==> src/rtl/sha256_byte_stream_hasher_macros.svh <==
// assertion macros for the sha256 byte stream hasher
`ifndef SHA256_BYTE_STREAM_HASHER_MACROS_SVH
`define SHA256_BYTE_STREAM_HASHER_MACROS_SVH
// assert that an antecedent implies a consequent in the same cycle
`define SHA_ASSERT_IMPL(label, clk, rst_n, ante, cons) \
  label: assert property (@(posedge clk) disable iff (!rst_n) (ante) |-> (cons)) \
    else $error("assertion failed");
// assert that an antecedent implies a consequent in the next cycle
`define SHA_ASSERT_NEXT(label, clk, rst_n, ante, cons) \
  label: assert property (@(posedge clk) disable iff (!rst_n) (ante) |=> (cons)) \
    else $error("assertion failed");
`endif

==> src/rtl/sha_pkg.sv <==
// package with sha-256 constants, types and a rotate function
package sha_pkg;
  localparam int unsigned QueueDepth = 4;

  typedef struct packed {
    logic [7:0] data_byte;
    logic       byte_valid;
    logic       end_of_message;
  } in_item_t;

  typedef struct packed {
    logic [31:0] digest_word;
    logic [2:0]  word_index;
    logic        last_word;
  } out_item_t;

  localparam logic [31:0] InitH [8] = '{
    32'h6a09e667, 32'hbb67ae85, 32'h3c6ef372, 32'ha54ff53a,
    32'h510e527f, 32'h9b05688c, 32'h1f83d9ab, 32'h5be0cd19};

  localparam logic [31:0] RoundK [64] = '{
    32'h428a2f98, 32'h71374491, 32'hb5c0fbcf, 32'he9b5dba5,
    32'h3956c25b, 32'h59f111f1, 32'h923f82a4, 32'hab1c5ed5,
    32'hd807aa98, 32'h12835b01, 32'h243185be, 32'h550c7dc3,
    32'h72be5d74, 32'h80deb1fe, 32'h9bdc06a7, 32'hc19bf174,
    32'he49b69c1, 32'hefbe4786, 32'h0fc19dc6, 32'h240ca1cc,
    32'h2de92c6f, 32'h4a7484aa, 32'h5cb0a9dc, 32'h76f988da,
    32'h983e5152, 32'ha831c66d, 32'hb00327c8, 32'hbf597fc7,
    32'hc6e00bf3, 32'hd5a79147, 32'h06ca6351, 32'h14292967,
    32'h27b70a85, 32'h2e1b2138, 32'h4d2c6dfc, 32'h53380d13,
    32'h650a7354, 32'h766a0abb, 32'h81c2c92e, 32'h92722c85,
    32'ha2bfe8a1, 32'ha81a664b, 32'hc24b8b70, 32'hc76c51a3,
    32'hd192e819, 32'hd6990624, 32'hf40e3585, 32'h106aa070,
    32'h19a4c116, 32'h1e376c08, 32'h2748774c, 32'h34b0bcb5,
    32'h391c0cb3, 32'h4ed8aa4a, 32'h5b9cca4f, 32'h682e6ff3,
    32'h748f82ee, 32'h78a5636f, 32'h84c87814, 32'h8cc70208,
    32'h90befffa, 32'ha4506ceb, 32'hbef9a3f7, 32'hc67178f2};

  function automatic logic [31:0] rotr(logic [31:0] v, int unsigned n);
    return (v >> n) | (v << (32 - n));
  endfunction
endpackage

==> src/rtl/sha_if.sv <==
// valid-ready channel interfaces for input and output transactions
interface sha_in_if;
  logic             valid;
  logic             ready;
  sha_pkg::in_item_t payload;
  modport source (output valid, output payload, input ready);
  modport sink (input valid, input payload, output ready);
endinterface

interface sha_out_if;
  logic              valid;
  logic              ready;
  sha_pkg::out_item_t payload;
  modport source (output valid, output payload, input ready);
  modport sink (input valid, input payload, output ready);
endinterface

==> src/rtl/sha_queue.sv <==
// front part: accepts input transactions and queues the ones that matter
module sha_queue #(
  parameter int unsigned Depth = sha_pkg::QueueDepth
) (
  input  logic              clk_i,
  input  logic              rst_ni,
  sha_in_if.sink            in_if,
  output logic              q_valid_o,
  output sha_pkg::in_item_t q_item_o,
  input  logic              q_pop_i
);
  import sha_pkg::*;
  `include "sha256_byte_stream_hasher_macros.svh"

  localparam int unsigned Aw = (Depth > 1) ? $clog2(Depth) : 1;

  in_item_t          mem_q [Depth];
  logic [Aw-1:0]     wr_q, wr_d, rd_q, rd_d;
  logic [Aw:0]       cnt_q, cnt_d;
  logic              push;
  logic              pop;

  assign in_if.ready = (cnt_q != Aw'(0) + (Aw+1)'(Depth));
  // items with neither byte nor end are dropped
  assign push = in_if.valid && in_if.ready &&
                (in_if.payload.byte_valid || in_if.payload.end_of_message);
  assign q_valid_o = (cnt_q != '0);
  assign pop = q_pop_i && q_valid_o;
  assign q_item_o = mem_q[rd_q];

  always_comb begin
    wr_d = wr_q;
    rd_d = rd_q;
    if (push) wr_d = (wr_q == Aw'(Depth - 1)) ? '0 : wr_q + Aw'(1);
    if (pop) rd_d = (rd_q == Aw'(Depth - 1)) ? '0 : rd_q + Aw'(1);
    cnt_d = cnt_q + (Aw+1)'(push) - (Aw+1)'(pop);
  end

  always_ff @(posedge clk_i or negedge rst_ni) begin
    if (!rst_ni) begin
      wr_q  <= '0;
      rd_q  <= '0;
      cnt_q <= '0;
    end else begin
      wr_q  <= wr_d;
      rd_q  <= rd_d;
      cnt_q <= cnt_d;
    end
  end

  always_ff @(posedge clk_i) begin
    if (push) mem_q[wr_q] <= in_if.payload;
  end

  `SHA_ASSERT_IMPL(a_no_overflow, clk_i, rst_ni, push, cnt_q < (Aw+1)'(Depth))
  `SHA_ASSERT_NEXT(a_cnt_up, clk_i, rst_ni, push && !pop, cnt_q == $past(cnt_q) + 1'b1)
  `SHA_ASSERT_IMPL(a_pop_nonempty, clk_i, rst_ni, pop, cnt_q != '0)
endmodule

==> src/rtl/sha_core.sv <==
// back part: block assembly, padding, compression and digest output
module sha_core (
  input  logic                 clk_i,
  input  logic                 rst_ni,
  input  logic                 q_valid_i,
  input  sha_pkg::in_item_t    q_item_i,
  output logic                 q_pop_o,
  sha_out_if.source            out_if
);
  import sha_pkg::*;
  `include "sha256_byte_stream_hasher_macros.svh"

  typedef enum logic [4:0] {
    StIdle  = 5'b00001,
    StPad   = 5'b00010,
    StRound = 5'b00100,
    StAdd   = 5'b01000,
    StOut   = 5'b10000
  } state_e;

  state_e      st_q, st_d;
  logic [31:0] h_q [8];
  logic [31:0] r_q [8];
  logic [31:0] w_q [16];
  logic [5:0]  fill_q;
  logic [60:0] len_q;
  logic [5:0]  rnd_q;
  logic        fin_q;
  logic        eom_q;
  logic        pad80_q;
  logic        lenblk_q;
  logic [2:0]  oidx_q;
  logic [63:0] bits;
  logic [63:0] len_shift;
  logic [7:0]  pad_byte;
  logic        put;
  logic [7:0]  put_byte;
  logic [31:0] t1, t2, s0, s1, wn, wr;

  assign bits = {len_q, 3'b000};
  assign len_shift = bits >> {~fill_q[2:0], 3'b000};
  always_comb begin
    if (!pad80_q) pad_byte = 8'h80;
    else if (lenblk_q && fill_q >= 6'd56) pad_byte = len_shift[7:0];
    else pad_byte = 8'h00;
  end

  // lenblk_q marks the block that carries the bit length
  assign q_pop_o = (st_q == StIdle) && q_valid_i;
  assign put = q_pop_o && q_item_i.byte_valid;
  assign put_byte = (st_q == StPad) ? pad_byte : q_item_i.data_byte;

  assign wr = (rnd_q < 6'd16) ? w_q[rnd_q[3:0]] : wn;
  assign s0 = rotr(w_q[1], 7) ^ rotr(w_q[1], 18) ^ (w_q[1] >> 3);
  assign s1 = rotr(w_q[14], 17) ^ rotr(w_q[14], 19) ^ (w_q[14] >> 10);
  assign wn = s1 + w_q[9] + s0 + w_q[0];
  assign t1 = r_q[7] + (rotr(r_q[4], 6) ^ rotr(r_q[4], 11) ^ rotr(r_q[4], 25)) +
              ((r_q[4] & r_q[5]) ^ (~r_q[4] & r_q[6])) + RoundK[rnd_q] + wr;
  assign t2 = (rotr(r_q[0], 2) ^ rotr(r_q[0], 13) ^ rotr(r_q[0], 22)) +
              ((r_q[0] & r_q[1]) ^ (r_q[0] & r_q[2]) ^ (r_q[1] & r_q[2]));

  always_comb begin
    st_d = st_q;
    case (st_q)
      StIdle: if (q_pop_o) begin
        if (put && fill_q == 6'd63) st_d = StRound;
        else if (q_item_i.end_of_message) st_d = StPad;
      end
      StPad: if (fill_q == 6'd63) st_d = StRound;
      StRound: if (rnd_q == 6'd63) st_d = StAdd;
      StAdd: st_d = fin_q ? StOut : (eom_q ? StPad : StIdle);
      StOut: if (out_if.ready && oidx_q == 3'd7) st_d = StIdle;
      default: st_d = StIdle;
    endcase
  end

  always_ff @(posedge clk_i or negedge rst_ni) begin
    if (!rst_ni) begin
      st_q     <= StIdle;
      fill_q   <= '0;
      len_q    <= '0;
      rnd_q    <= '0;
      fin_q    <= 1'b0;
      eom_q    <= 1'b0;
      pad80_q  <= 1'b0;
      lenblk_q <= 1'b0;
      oidx_q   <= '0;
      for (int i = 0; i < 8; i++) h_q[i] <= InitH[i];
    end else begin
      st_q <= st_d;
      case (st_q)
        StIdle: if (q_pop_o) begin
          eom_q <= q_item_i.end_of_message;
          if (put) begin
            fill_q <= fill_q + 6'd1;
            len_q  <= len_q + 61'd1;
          end
        end
        StPad: begin
          fill_q <= fill_q + 6'd1;
          if (!pad80_q) begin
            pad80_q  <= 1'b1;
            lenblk_q <= (fill_q < 6'd56);
          end
          if (fill_q == 6'd63) fin_q <= pad80_q && lenblk_q;
        end
        StRound: rnd_q <= rnd_q + 6'd1;
        StAdd: begin
          for (int i = 0; i < 8; i++) h_q[i] <= h_q[i] + r_q[i];
          // length spills into the next block
          if (!fin_q && eom_q) lenblk_q <= 1'b1;
        end
        StOut: if (out_if.ready) begin
          oidx_q <= oidx_q + 3'd1;
          if (oidx_q == 3'd7) begin
            for (int i = 0; i < 8; i++) h_q[i] <= InitH[i];
            fin_q    <= 1'b0;
            eom_q    <= 1'b0;
            pad80_q  <= 1'b0;
            lenblk_q <= 1'b0;
            fill_q   <= '0;
            len_q    <= '0;
          end
        end
        default: ;
      endcase
    end
  end

  always_ff @(posedge clk_i) begin
    if (put || st_q == StPad) begin
      w_q[fill_q[5:2]] <= {w_q[fill_q[5:2]][23:0], put_byte};
    end
    if ((put && fill_q == 6'd63) || (st_q == StPad && fill_q == 6'd63)) begin
      for (int i = 0; i < 8; i++) r_q[i] <= h_q[i];
    end
    if (st_q == StRound) begin
      r_q[7] <= r_q[6];
      r_q[6] <= r_q[5];
      r_q[5] <= r_q[4];
      r_q[4] <= r_q[3] + t1;
      r_q[3] <= r_q[2];
      r_q[2] <= r_q[1];
      r_q[1] <= r_q[0];
      r_q[0] <= t1 + t2;
      if (rnd_q >= 6'd16) begin
        for (int i = 0; i < 15; i++) w_q[i] <= w_q[i+1];
        w_q[15] <= wn;
      end
    end
  end

  assign out_if.valid = (st_q == StOut);
  assign out_if.payload.digest_word = h_q[oidx_q];
  assign out_if.payload.word_index = oidx_q;
  assign out_if.payload.last_word = (oidx_q == 3'd7);

  `SHA_ASSERT_IMPL(a_out_only, clk_i, rst_ni, out_if.valid, st_q == StOut)
  `SHA_ASSERT_NEXT(a_idx_step, clk_i, rst_ni, out_if.valid && out_if.ready,
                   oidx_q == $past(oidx_q) + 3'd1)
  `SHA_ASSERT_IMPL(a_round_range, clk_i, rst_ni, st_q == StRound, fill_q == 6'd0)
endmodule

==> src/rtl/sha256_byte_stream_hasher.sv <==
// top level of the sha-256 byte stream hasher
// Usage:
//   in_if carries one transaction per message byte (data_byte, byte_valid)
//   and end_of_message marks the last transaction of a message; an end-only
//   transaction (byte_valid low) ends a message, also an empty one.
//   out_if delivers eight digest words, word_index 0 first, last_word high
//   on the eighth.
// Rate:
//   the block assembler takes bytes while idle; every 64th byte starts
//   the compression, 64 rounds plus one add step on one shared round
//   unit, and the assembler takes no bytes while the compression runs.
//   end of message: padding fills the block, then one compression, and
//   then the first word is offered; when the length spills into a second
//   block, a second padding block and compression come first. then eight
//   output transactions, one per cycle while out_if.ready is high.
//   a four-entry input queue lets input be taken while compression runs.
// Reset:
//   rst_ni clears the queue, loads the initial hash values and empties the
//   block; output stalls hold the current digest word and fill the queue.
module sha256_byte_stream_hasher #(
  parameter int unsigned QueueDepth = sha_pkg::QueueDepth
) (
  input logic clk_i,
  input logic rst_ni,
  sha_in_if.sink    in_if,
  sha_out_if.source out_if
);
  import sha_pkg::*;

  logic         q_valid;
  in_item_t     q_item;
  logic         q_pop;

  sha_queue #(.Depth(QueueDepth)) u_queue (
    .clk_i, .rst_ni, .in_if,
    .q_valid_o(q_valid), .q_item_o(q_item), .q_pop_i(q_pop)
  );

  sha_core u_core (
    .clk_i, .rst_ni,
    .q_valid_i(q_valid), .q_item_i(q_item), .q_pop_o(q_pop),
    .out_if
  );
endmodule

==> src/flat_wrapper.sv <==
// flat-port wrapper written by rule: the top's interface ports become plain ports
module sha256_byte_stream_hasher_flat import sha_pkg::*;
#(
  parameter int unsigned QueueDepth = sha_pkg::QueueDepth
)
  (clk_i, rst_ni, in_if_valid, in_if_payload, in_if_ready, out_if_valid, out_if_payload, out_if_ready);
  sha_in_if in_if_i ();
  sha_out_if out_if_i ();
  input logic clk_i;
  input logic rst_ni;
  input wire logic [$bits(in_if_i.valid)-1:0] in_if_valid;
  input wire logic [$bits(in_if_i.payload)-1:0] in_if_payload;
  output wire logic [$bits(in_if_i.ready)-1:0] in_if_ready;
  output wire logic [$bits(out_if_i.valid)-1:0] out_if_valid;
  output wire logic [$bits(out_if_i.payload)-1:0] out_if_payload;
  input wire logic [$bits(out_if_i.ready)-1:0] out_if_ready;
  assign in_if_i.valid = in_if_valid;
  assign in_if_i.payload = in_if_payload;
  assign in_if_ready = in_if_i.ready;
  assign out_if_valid = out_if_i.valid;
  assign out_if_payload = out_if_i.payload;
  assign out_if_i.ready = out_if_ready;
  sha256_byte_stream_hasher #(.QueueDepth(QueueDepth)) u_core (.clk_i(clk_i), .rst_ni(rst_ni), .in_if(in_if_i), .out_if(out_if_i));
endmodule
==> config.mk <==
export PLATFORM = sky130hd
export DESIGN_NAME = sha256_byte_stream_hasher_flat
export DESIGN_NICKNAME = d
export VERILOG_FILES = /design/src/rtl/sha_pkg.sv /design/src/rtl/sha_if.sv /design/src/rtl/sha_queue.sv /design/src/rtl/sha_core.sv /design/src/rtl/sha256_byte_stream_hasher.sv /design/src/flat_wrapper.sv
export VERILOG_INCLUDE_DIRS = /design/src /design/src/rtl
export SDC_FILE = /design/constraint.sdc
export NUM_CORES = 2
export LEC_CHECK = 0
export BUFFER_PORTS_ARGS = -buffer_cell sky130_fd_sc_hd__buf_2
export CORE_ASPECT_RATIO = 0.7
export CORE_UTILIZATION = 43
export CTS_BUF_LIST = sky130_fd_sc_hd__clkbuf_8 sky130_fd_sc_hd__clkbuf_16
export CTS_CLUSTER_SIZE = 40
export DETAILED_ROUTE_END_ITERATION = 8
export GPL_TIMING_DRIVEN = 0
export PLACE_DENSITY = 0.57
export SYNTH_ARGS = -nofsm -noshare
export SYNTH_HDL_FRONTEND = slang
export SYNTH_SLANG_ARGS = --single-unit
export TNS_END_PERCENT = 20
==> constraint.sdc <==
create_clock -name clk_i -period 25.7 [get_ports clk_i]
set_input_delay 2.57 -clock clk_i [delete_from_list [all_inputs] [get_ports clk_i]]
set_output_delay 2.57 -clock clk_i [all_outputs]
set_load 0.1 [all_outputs]
==> reports/results.txt <==
clock-pin slew on the worst setup and hold paths: 60 ps
via count: 69,600
largest net degree at the start of global routing: 108
number of gates resized after CTS: 0
post-layout min period: 15,300 ps
# port buffers: 51
Most common cell on crit path: inv_1
ys async rst share: 30.1%
mean post-synth cell area: 10.6 sq um
Setup Skew: 73.6 ps
max-slew violations: 131
worst-case clock buffer depth: 4
WP buf/inv: 9
# setup viols final: 0
TritonCTS buffer count: 141
Post-synth EDFFs: 808
setup TNS: 0 ps
die area: 196,000 sq um
share of layout cells above drive strength 1: 12.6%
GRT overflow: 0
DRT iter0 DRCs: 10,900
CTS root buffer: clkbuf_16
slowest cell delay on critical path: 880 ps
post-synthesis sequential area ratio: 39.7%
cells after synthesis: 7,899
CTS tree: done
register area: 33,100 sq um
Clk Latency, worst-skew pair: 850 ps
synthesis-stage register bit count: 1,156
critical path's slowest cell: clkbuf_1
count of final hold-check violations: 0
H-tree levels: 4
main flop type after synthesis: edfxtp_1
CP Capture Type: flop
worst rel slew slack: -6.97%
initial antenna violation count: 31
commonest cells after routing, fill and taps aside: nand2_1, edfxtp_1, a21o_1, inv_1, a21oi_1
synth warn: 0
commonest non-fill, non-tap cell in the layout: nand2_1
DRC viols: 0
GP Congestion: 1.04
TritonRoute pass-1 iters: 6
CP top delay family: compound AO/OA/AOI/OAI gates
failing checks: capacitance limit, slew limit
Ports: 52
Mapped Nets: 8,521
status: finished, violations left
first-pass GRT wire length: 531 mm
Placed Instance Area: 88,100 sq um
multi-input logic area: 47,000 sq um
Area Overhead vs Synth: 10.9%
WP data arrival: 15,820 ps
CP required: 26,220 ps
Initial Util: 43.5%
final HPWL from detailed placement: 311 mm
hold buffer count at CTS: 0
pre-CTS WS: 11,150 ps
RSZ-0062 raised after global routing: no
DRT antenna net count: 0
cell area after layout: 92,500 sq um
layout net count: 8,762
wire per inst: 36.0 um
clock sinks: 1,156
Final Cycle Share: 59.5%
Syn Std Cell Area: 83,400 sq um
PnR worst setup slack: 10,400 ps
total track usage: 39.5%
startpoint class of the critical path: flop
vias in the first global route: 64,300
Max-Cap Viols: 13
worst-path fanout max: 10
worst min-delay path category: flop to flop
measured slew at the worst slew-check pin: 1600 ps
die height: 370 um
Post-CTS Setup Bufs: 0
DRT Wirelength: 390 mm
Die Wd: 528 um
fill count: 17,700
Synth cell types: 108
row cnt: 134
Via density: 6.43
Crit Path Class: flop to flop
highest clock rate: 0.0654 GHz
core area: 192,000 sq um
[worst reg2reg max path: cells and delay by family (launching register included)]
kind                     cells  cell delay (ps)
AND/OR/NAND/NOR              9             2200
adder cells (fa/ha/maj)      6             2780
AO/OA/AOI/OAI               16             4640
XOR/XNOR                     3              530
buffers and inverters        9             4350
flip-flops                   1              530
[logic make-up (layout without fill, tap and decap cells)]
group / Yosys count / after routing / share of synthesized area (%)
AO/OA/AOI/OAI: 2161 / 2161 / 17.1
XOR/XNOR: 634 / 634 / 6.67
adder cells (fa/ha/maj): 613 / 613 / 11.0
buffers and inverters: 933 / 1279 / 4.26
flip-flops: 1156 / 1156 / 39.7
multiplexers: 450 / 450 / 11.0
other: 0 / 5 / 0
AND/OR/NAND/NOR: 1952 / 1952 / 10.3
[path summary, 6_finish.rpt]
check / start / endpoint / slack [ps] / cells past startpoint
worst max-delay path: u_core.u_core.rnd_q[0] / u_core.u_core.r_q[0][31] / 10400 / 43
worst min-delay path: u_core.u_core.h_q[75] / u_core.u_core.h_q[75] / 520 / 2
worst max register to register: u_core.u_core.rnd_q[0] / u_core.u_core.r_q[0][31] / 10400 / 43
worst min register to register: u_core.u_core.h_q[75] / u_core.u_core.h_q[75] / 520 / 2
max in group asynchronous: rst_ni / u_core.u_core.h_q[36] / 22750 / 2
min in group asynchronous: rst_ni / u_core.u_core.h_q[190] / 1750 / 1
[Yosys cell counts (13+ instances only)]
library cell,number,area share (%)
o21a_1,49,0.44
xor2_1,248,2.6
mux2_2,66,0.89
o211ai_1,36,0.32
buf_2,32,0.19
a211oi_1,36,0.32
nor3_1,73,0.44
nand2b_1,64,0.48
mux4_2,368,9.9
dfstp_2,137,4.3
a21o_1,704,6.3
or3_1,29,0.22
or2_2,15,0.11
o22a_1,17,0.18
dfrtp_1,211,6.3
fa_1,197,4.7
mux2i_1,15,0.18
and2_1,44,0.33
xnor2_1,385,4.0
buf_1,47,0.21
ha_1,411,6.2
nand4_1,30,0.23
nor2_1,418,1.9
a31oi_1,45,0.34
a22o_1,13,0.14
a21oi_1,467,2.8
clkbuf_1,422,1.9
nand2_1,1032,4.6
o21bai_1,65,0.59
a311oi_1,13,0.14
a22oi_1,17,0.15
inv_1,429,1.9
o31ai_1,27,0.24
nor2b_1,45,0.34
a211o_1,18,0.19
o21ai_0,473,2.8
nand3_1,93,0.56
and3_1,41,0.31
edfxtp_1,808,29
[per-layer routing]
metal / wire length [um] / up-vias / share of wire (%) / track usage [%]
met3: 71400 / 433 / 18 / 23.2
met5: 817 / - / 0.21 / 1.31
met2: 132000 / 4594 / 34 / 44.8
li1: - / 29200 / - / -
met4: 7540 / 27 / 1.9 / 7.55
met1: 178000 / 35400 / 46 / 61.0
[cell type report]
type,instances,area share [%]
clock buffer,155,4.08
multi-input combinational,5810,50.8
sequential,1156,35.8
antenna,5,0.0135
timing repair buffer,98,1.38
buffer,502,2.16
tap,2584,3.50
clock inverter,93,0.522
inverter,431,1.75
[state kept, by name (all words and copies together) (netlist names), 3 cells and up]
register              count
u_core.u_core.w_q       512
u_core.u_core.oidx_q      3
u_core.u_queue.cnt_q      3
u_core.u_core.len_q      61
u_core.u_core.r_q       256
u_core.u_core.h_q       256
u_core.u_core.rnd_q       6
u_core.u_core.fill_q      6
u_core.u_queue.mem_q     40
u_core.u_core.st_q        5
[stage by stage]
stage	cells	hold slack [ps]	utilization, %
finish	10800	522	48.3
global route	10800	535	48.3
CTS	10800	523	48.2
detailed placement	10600	513	46.0
global placement	10500	508	45.3
floorplan	7899	492	-
Power is left out: the tool's default activity adds up to more than one toggle a clock period on the data nets, which glitch-free logic cannot reach.
